File: src/hw/rtl/pgl_pkg.sv
// ----------------------------------------------------------------------------
// pgl_pkg
// Shared types and constants for the palette gamma line writer.
// ----------------------------------------------------------------------------
package pgl_pkg;

   localparam logic [2:0] ACT_PIXEL   = 3'd0;
   localparam logic [2:0] ACT_PALETTE = 3'd1;
   localparam logic [2:0] ACT_RED     = 3'd2;
   localparam logic [2:0] ACT_GREEN   = 3'd3;
   localparam logic [2:0] ACT_BLUE    = 3'd4;

   localparam int RED_BITS   = 5;
   localparam int GREEN_BITS = 6;
   localparam int BLUE_BITS  = 5;

   typedef struct packed {
      logic        visible;
      logic [16:0] screen_x;
      logic [15:0] screen_y;
      logic        run_start;
   } pixel_type;

endpackage

File: src/hw/rtl/pgl_palette_mem.sv
// ----------------------------------------------------------------------------
// pgl_palette_mem
// 256 x 16 palette memory with one write port and one registered read port.
// ----------------------------------------------------------------------------
module pgl_palette_mem (
   input  logic        clock,
   input  logic        wr_en,
   input  logic [7:0]  wr_addr,
   input  logic [15:0] wr_data,
   input  logic        rd_en,
   input  logic [7:0]  rd_addr,
   output logic [15:0] rd_data
);

   logic [15:0] mem [256];
   logic [15:0] rd_data_ff;

   always_ff @(posedge clock) begin
      if (wr_en) begin
         mem[wr_addr] <= wr_data;
      end
      if (rd_en) begin
         rd_data_ff <= mem[rd_addr];
      end
   end

   assign rd_data = rd_data_ff;

endmodule

File: src/hw/rtl/pgl_curve_mem.sv
// ----------------------------------------------------------------------------
// pgl_curve_mem
// Gamma curve memory that reads as the identity mapping until written.
// ----------------------------------------------------------------------------
module pgl_curve_mem #(
   parameter int WIDTH = 5
) (
   input  logic             clock,
   input  logic             reset,
   input  logic             wr_en,
   input  logic [WIDTH-1:0] wr_addr,
   input  logic [WIDTH-1:0] wr_data,
   input  logic             rd_en,
   input  logic [WIDTH-1:0] rd_addr,
   output logic [WIDTH-1:0] rd_data
);

   localparam int DEPTH = 2 ** WIDTH;

   logic [WIDTH-1:0] mem [DEPTH];
   logic [DEPTH-1:0] written_ff;
   logic [WIDTH-1:0] rd_data_ff;
   logic [WIDTH-1:0] rd_addr_ff;
   logic             rd_written_ff;

   always_ff @(posedge clock) begin
      if (reset) begin
         written_ff <= '0;
      end else if (wr_en) begin
         written_ff[wr_addr] <= 1'b1;
      end
   end

   always_ff @(posedge clock) begin
      if (wr_en) begin
         mem[wr_addr] <= wr_data;
      end
      if (rd_en) begin
         rd_data_ff    <= mem[rd_addr];
         rd_written_ff <= written_ff[rd_addr];
         rd_addr_ff    <= rd_addr;
      end
   end

   // An entry never written returns its own address.
   assign rd_data = rd_written_ff ? rd_data_ff : rd_addr_ff;

endmodule

File: src/hw/rtl/pgl_line_tracker.sv
// ----------------------------------------------------------------------------
// pgl_line_tracker
// Tracks the position in the line and the run state, and decides visibility.
// ----------------------------------------------------------------------------
module pgl_line_tracker #(
   parameter int SCREEN_WIDTH = 320
) (
   input  logic                clock,
   input  logic                reset,
   input  logic                pixel_take,
   input  logic [7:0]          index,
   input  logic [15:0]         x_origin,
   input  logic [15:0]         line_y,
   input  logic                has_transparency,
   input  logic [7:0]          transparent_index,
   input  logic                line_end,
   output pgl_pkg::pixel_type  pixel
);

   localparam logic [15:0] WIDTH_LIMIT = 16'(SCREEN_WIDTH);

   logic [15:0] pos_ff, pos_in;
   logic        prev_ff, prev_in;
   logic        in_range;
   logic        clear_pixel;

   assign in_range    = pos_ff < WIDTH_LIMIT;
   assign clear_pixel = has_transparency && (index == transparent_index);

   assign pixel.visible   = in_range && !clear_pixel;
   assign pixel.screen_x  = {1'b0, x_origin} + {1'b0, pos_ff};
   assign pixel.screen_y  = line_y;
   assign pixel.run_start = !prev_ff;

   always_comb begin
      pos_in  = pos_ff;
      prev_in = prev_ff;
      if (pixel_take) begin
         if (in_range) begin
            prev_in = !clear_pixel;
         end
         if (pos_ff != 16'hFFFF) begin
            pos_in = pos_ff + 16'd1;
         end
         if (line_end) begin
            pos_in  = '0;
            prev_in = 1'b0;
         end
      end
   end

   always_ff @(posedge clock) begin
      if (reset) begin
         pos_ff  <= '0;
         prev_ff <= 1'b0;
      end else begin
         pos_ff  <= pos_in;
         prev_ff <= prev_in;
      end
   end

endmodule

File: src/hw/rtl/palette_gamma_line_writer_unit.sv
// ----------------------------------------------------------------------------
// palette_gamma_line_writer_unit
// Palette lookup and gamma correction of scanline pixels into RGB565 writes.
// ----------------------------------------------------------------------------
// One request is taken every clock cycle while the result side keeps up. A
// visible pixel is registered first by the palette memory read and then by
// the gamma curve reads, whose registers drive the result port; a stall on
// the result side can hold it in between. Write requests and pixels that
// give no result leave no trace on the result port. Backpressure moves up
// one stage at a time, so the request side keeps going while empty slots
// remain in the pipeline.
module palette_gamma_line_writer_unit #(
   parameter int SCREEN_WIDTH = 320
) (
   input  logic        clock,
   input  logic        reset,
   input  logic        req_valid,
   output logic        req_ready,
   input  logic [2:0]  req_action,
   input  logic [7:0]  req_index,
   input  logic [15:0] req_value,
   input  logic [15:0] req_x_origin,
   input  logic [15:0] req_line_y,
   input  logic        req_has_transparency,
   input  logic [7:0]  req_transparent_index,
   input  logic        req_line_end,
   output logic        rsp_valid,
   input  logic        rsp_ready,
   output logic [16:0] rsp_screen_x,
   output logic [15:0] rsp_screen_y,
   output logic [15:0] rsp_color,
   output logic        rsp_run_start
);

   pgl_pkg::pixel_type trk_pixel;
   logic               take, is_pixel, is_curve_wr, s1_load;

   logic               s1_valid_ff, s1_valid_in;
   logic [2:0]         s1_action_ff;
   pgl_pkg::pixel_type s1_pixel_ff;
   logic [5:0]         s1_waddr_ff;
   logic [5:0]         s1_wval_ff;
   logic               s1_is_pixel, s1_go, s1_free;

   logic               s2_valid_ff, s2_valid_in, s2_free;
   pgl_pkg::pixel_type s2_pixel_ff;

   logic [15:0]        pal_data;
   logic               curve_rd;
   logic [4:0]         red_q, blue_q;
   logic [5:0]         green_q;

   assign take        = req_valid && req_ready;
   assign is_pixel    = req_action == pgl_pkg::ACT_PIXEL;
   assign is_curve_wr = (req_action == pgl_pkg::ACT_RED) ||
                        (req_action == pgl_pkg::ACT_GREEN) ||
                        (req_action == pgl_pkg::ACT_BLUE);
   assign s1_load     = take && ((is_pixel && trk_pixel.visible) || is_curve_wr);

   pgl_line_tracker #(
      .SCREEN_WIDTH(SCREEN_WIDTH)
   ) u_tracker (
      .clock            (clock),
      .reset            (reset),
      .pixel_take       (take && is_pixel),
      .index            (req_index),
      .x_origin         (req_x_origin),
      .line_y           (req_line_y),
      .has_transparency (req_has_transparency),
      .transparent_index(req_transparent_index),
      .line_end         (req_line_end),
      .pixel            (trk_pixel)
   );

   pgl_palette_mem u_palette (
      .clock  (clock),
      .wr_en  (take && (req_action == pgl_pkg::ACT_PALETTE)),
      .wr_addr(req_index),
      .wr_data(req_value),
      .rd_en  (s1_load && is_pixel),
      .rd_addr(req_index),
      .rd_data(pal_data)
   );

   // Handshake across the two stages.
   assign s2_free     = !s2_valid_ff || rsp_ready;
   assign s1_is_pixel = s1_action_ff == pgl_pkg::ACT_PIXEL;
   assign s1_go       = s1_valid_ff && (!s1_is_pixel || s2_free);
   assign s1_free     = !s1_valid_ff || s1_go;
   assign req_ready   = s1_free;
   assign s1_valid_in = s1_free ? s1_load : s1_valid_ff;
   assign s2_valid_in = (s1_go && s1_is_pixel) || (s2_valid_ff && !rsp_ready);
   assign curve_rd    = s1_go && s1_is_pixel;

   always_ff @(posedge clock) begin
      if (reset) begin
         s1_valid_ff <= 1'b0;
         s2_valid_ff <= 1'b0;
      end else begin
         s1_valid_ff <= s1_valid_in;
         s2_valid_ff <= s2_valid_in;
      end
   end

   always_ff @(posedge clock) begin
      if (s1_free && s1_load) begin
         s1_action_ff <= req_action;
         s1_pixel_ff  <= trk_pixel;
         s1_waddr_ff  <= req_index[5:0];
         s1_wval_ff   <= req_value[5:0];
      end
      if (curve_rd) begin
         s2_pixel_ff <= s1_pixel_ff;
      end
   end

   // Curve writes take effect as they leave the first stage, in request order
   // with the pixel reads of the same curves.
   pgl_curve_mem #(
      .WIDTH(pgl_pkg::RED_BITS)
   ) u_red (
      .clock  (clock),
      .reset  (reset),
      .wr_en  (s1_go && (s1_action_ff == pgl_pkg::ACT_RED)),
      .wr_addr(s1_waddr_ff[4:0]),
      .wr_data(s1_wval_ff[4:0]),
      .rd_en  (curve_rd),
      .rd_addr(pal_data[15:11]),
      .rd_data(red_q)
   );

   pgl_curve_mem #(
      .WIDTH(pgl_pkg::GREEN_BITS)
   ) u_green (
      .clock  (clock),
      .reset  (reset),
      .wr_en  (s1_go && (s1_action_ff == pgl_pkg::ACT_GREEN)),
      .wr_addr(s1_waddr_ff),
      .wr_data(s1_wval_ff),
      .rd_en  (curve_rd),
      .rd_addr(pal_data[10:5]),
      .rd_data(green_q)
   );

   pgl_curve_mem #(
      .WIDTH(pgl_pkg::BLUE_BITS)
   ) u_blue (
      .clock  (clock),
      .reset  (reset),
      .wr_en  (s1_go && (s1_action_ff == pgl_pkg::ACT_BLUE)),
      .wr_addr(s1_waddr_ff[4:0]),
      .wr_data(s1_wval_ff[4:0]),
      .rd_en  (curve_rd),
      .rd_addr(pal_data[4:0]),
      .rd_data(blue_q)
   );

   assign rsp_valid     = s2_valid_ff;
   assign rsp_screen_x  = s2_pixel_ff.screen_x;
   assign rsp_screen_y  = s2_pixel_ff.screen_y;
   assign rsp_run_start = s2_pixel_ff.run_start;
   assign rsp_color     = {red_q, green_q, blue_q};

endmodule

File: config.mk
export PLATFORM = sky130hd
export DESIGN_NAME = palette_gamma_line_writer_unit
export DESIGN_NICKNAME = d
export VERILOG_FILES = /design/src/hw/rtl/pgl_pkg.sv /design/src/hw/rtl/pgl_palette_mem.sv /design/src/hw/rtl/pgl_curve_mem.sv /design/src/hw/rtl/pgl_line_tracker.sv /design/src/hw/rtl/palette_gamma_line_writer_unit.sv
export SDC_FILE = /design/constraint.sdc
export NUM_CORES = 2
export LEC_CHECK = 0
export BUFFER_PORTS_ARGS = -buffer_cell sky130_fd_sc_hd__buf_2
export CELL_PAD_IN_SITES_DETAIL_PLACEMENT = 0
export CELL_PAD_IN_SITES_GLOBAL_PLACEMENT = 1
export CORE_ASPECT_RATIO = 1.75
export CORE_MARGIN = 3
export CORE_UTILIZATION = 30
export CTS_CLUSTER_SIZE = 30
export DETAILED_ROUTE_END_ITERATION = 16
export PLACE_DENSITY = 0.45
export SKIP_CTS_REPAIR_TIMING = 1
export SLEW_MARGIN = 20
export SYNTH_ARGS = -nofsm -noshare
export SYNTH_HDL_FRONTEND = slang
export SYNTH_MEMORY_MAX_BITS = 65536
export SYNTH_SLANG_ARGS = --single-unit
File: constraint.sdc
create_clock -name clock -period 10.13 [get_ports clock]
set_input_delay 3.039 -clock clock [delete_from_list [all_inputs] [get_ports clock]]
set_output_delay 3.039 -clock clock [all_outputs]
set_load 0.03 [all_outputs]
==> summary.txt <==
remaining antenna violation count: 0
Final Hold Fails: 0
Final Slew Violations: 0
EDFF count, synth: 4934
Crit path largest cell delay: 0.36 ns
Setup crit end kind: output pin
Slew HR: 7.53%
routed via count: 91.1k
slowest stage cell, crit path: or2_2
Slew @ Worst Pin: 1.39 ns
first-pass GRT wire length: 821 mm
final setup vio count: 0
initial antenna violation count: 27
part of the cycle the worst path needs: 68.3%
crit path buf inv count: 2
Distinct cells, synth: 52
met2 Resource Use GR: 34.3%
clock slew at reported path FFs: 0.06 ns
maximum clock path buffer count: 5
area fraction of the dominant cell type after synthesis: 76.8%
Fmax achieved: 145 MHz
# clock sinks: 5081
Die Y: 1.07 mm
vias in the first global route: 98.2k
Starting Density: 30.1%
sequential share of the synthesized area: 78.3%
Synth Net Count: 8697
Mapped Cells: 8606
vias per std cell: 5.06
largest net degree at the start of global routing: 161
HP Class: reg2reg
min Tclk post-route: 6.92 ns
top cells by area, synth: edfxtp_1 77%, mux4_2 15%, dfxtp_1 1.5%
post-route DRC violation count: 0
leakage: 67.6 nW
first-pass detailed-route iteration total: 7
number of core rows: 389
CP delay by family, top: simple AND/OR/NAND/NOR gates
PwrDens: 194 nW/um2
Clock Root Buffer: clkbuf_16
synthesized cell area: 193000 um2
gr usage total: 18.0%
Worst R2R Start: s1_action_ff[1]$_DFFE_PP_
GR Layer Usage met3: 2.15%
Worst Hold Launch: s1_pixel_ff[13]$_DFFE_PP_
dpl ws: 2.09 ns
crit path launch type: input port
CP max FO: 4
post-route insts no fill: 18.0k
core area: 641000 um2
WS Path Type: in2out
CTS tree: yes
Avg WL per Cell: 32.9 um
Clock Latency Late Sink: 1.05 ns
Yosys warnings: 0
grt peak-use layer: met2
M1 GR Usage: 20.2%
DP Cell Count: 17.1k
Routability Congestion: 0.786
Buffers on Ports: 124
I/O pins: 125
layout cells sized above 1: 29.5%
Synth-to-Final Area Change: 15.4%
post-synthesis area per instance: 22.4 um2
critical path cell sequence: buf_2, nand2b_1, or2_2, buf_2
Layout Nets: 9296
Crit path arrival time: 3.88 ns
async set or reset register ratio after synthesis: 0%
die area: 653000 um2
setup TNS: 0 ns
status: finished, final reports clean
WL final: 593 mm
RSZ-0062 raised after global routing: no
Clock Skew: 0.0586 ns
cell mode on critical path: buf_2
die width: 612 um
H-tree depth: 5
Max-cap violations: 0
CTS buffer count: 481
Yosys top cell by area: edfxtp_1
CP startpoint: rsp_ready
Post-synth top flop: edfxtp_1
VDD IR max: 0.000149 V
FF+latch count, synth: 5081
gr ovfl total: 0
post-route setup slack: 3.21 ns
Worst EP required: 7.09 ns
initial drt markers: 7061
HPWL after detailed placement: 367 mm
routing by layer:
layer  up-vias  wire, um
met4         4     24300
li1      37700         -
met5         -        27
met1     50600    217000
met2      2123    331000
met3       690     21100
state kept, by name, summed over array words and instances, names as in the netlist, 16 cells and up:
| name | count |
|---|---|
| u_red.mem | 160 |
| u_palette.rd_data | 16 |
| u_green.mem | 384 |
| u_blue.written_ff | 32 |
| rsp_screen_x | 17 |
| rsp_screen_y | 16 |
| u_blue.mem | 160 |
| u_red.written_ff | 32 |
| s1_pixel_ff | 34 |
| u_tracker.pos_ff | 16 |
| u_palette.mem | 4096 |
| u_green.written_ff | 64 |
kinds of logic after synthesis:
logic type	after synthesis	share of synthesized area (%)
multiplexers	1325	15.2
XOR/XNOR	33	0.150
AO/OA/AOI/OAI	825	3.27
buffers and inverters	516	1.19
AND/OR/NAND/NOR	808	1.69
flip-flops	5081	78.3
adder cells (fa/ha/maj)	18	0.121
synth_stat cells (14+ instances only):
| cell type | instances |
|---|---|
| a21oi_1 | 115 |
| mux2_2 | 33 |
| nand2_1 | 73 |
| o211ai_1 | 16 |
| mux4_2 | 1286 |
| ha_1 | 17 |
| o221ai_1 | 32 |
| dfxtp_1 | 147 |
| xor2_1 | 20 |
| o21ba_2 | 34 |
| o22ai_1 | 48 |
| buf_2 | 135 |
| o21ai_0 | 30 |
| a22oi_1 | 208 |
| nor2b_1 | 14 |
| buf_4 | 26 |
| nand3_1 | 24 |
| buf_1 | 50 |
| edfxtp_1 | 4934 |
| a22o_1 | 160 |
| nor2_1 | 634 |
| a221oi_1 | 160 |
| nor3_1 | 20 |
| clkbuf_1 | 283 |
final timing paths:
check | endpoint | slack (ns) | cells after the start
min | rsp_screen_y[12]$_DFFE_PP_ | 0.42 | 0
min reg2reg | rsp_screen_y[12]$_DFFE_PP_ | 0.42 | 0
max reg2reg | u_palette.mem[223][7]$_DFFE_PP_ | 5.77 | 8
max | req_ready | 3.21 | 4
power breakdown:
part	total, W	switching, W	internal, W
combinational	0.00193	0.00132	0.000610
clock	0.0183	0.00795	0.0103
sequential	0.0230	0.00000706	0.0230
total	0.0432	0.00927	0.0340
per-stage QoR:
stage               cell area, um2  util (%)  hold WS (ns)  power [W]
finish                      223000      34.7         0.417     0.0432
global route                223000      34.7         0.427     0.0446
CTS                         222000      34.7         0.417     0.0438
detailed placement          207000      32.3         0.406     0.0255
global placement            207000      32.2         0.405     0.0255
floorplan                   193000         -         0.400     0.0244
area by class of cell:
type                            count  area [um2]
Clock buffer                      576       12500
Sequential cell                  5081      151000
Antenna cell                       25        62.6
Timing Repair Buffer              622        5130
Inverter                           10        37.5
Tap cell                         8406       10500
Fill cell                       59200      418000
Clock inverter                    292        3000
Multi-Input combinational cell   3009       40200
placed cells by master (no fill, tap or decap), drive strengths merged, types with 16 or more instances in the layout:
cell type / instances
xor2: 20
mux2: 33
o22ai: 48
buf: 622
a21oi: 115
nor3: 20
edfxtp: 4934
o211ai: 16
a221oi: 160
o21ba: 34
nor2: 634
a22oi: 208
bufinv: 61
a22o: 160
o21ai: 30
o221ai: 32
mux4: 1286
nand3: 24
nand2: 73
diode: 25
dfxtp: 147
inv: 18
clkinv: 208
clkbuf: 576
ha: 17
No activity file was read; power rests on OpenSTA's default activity.
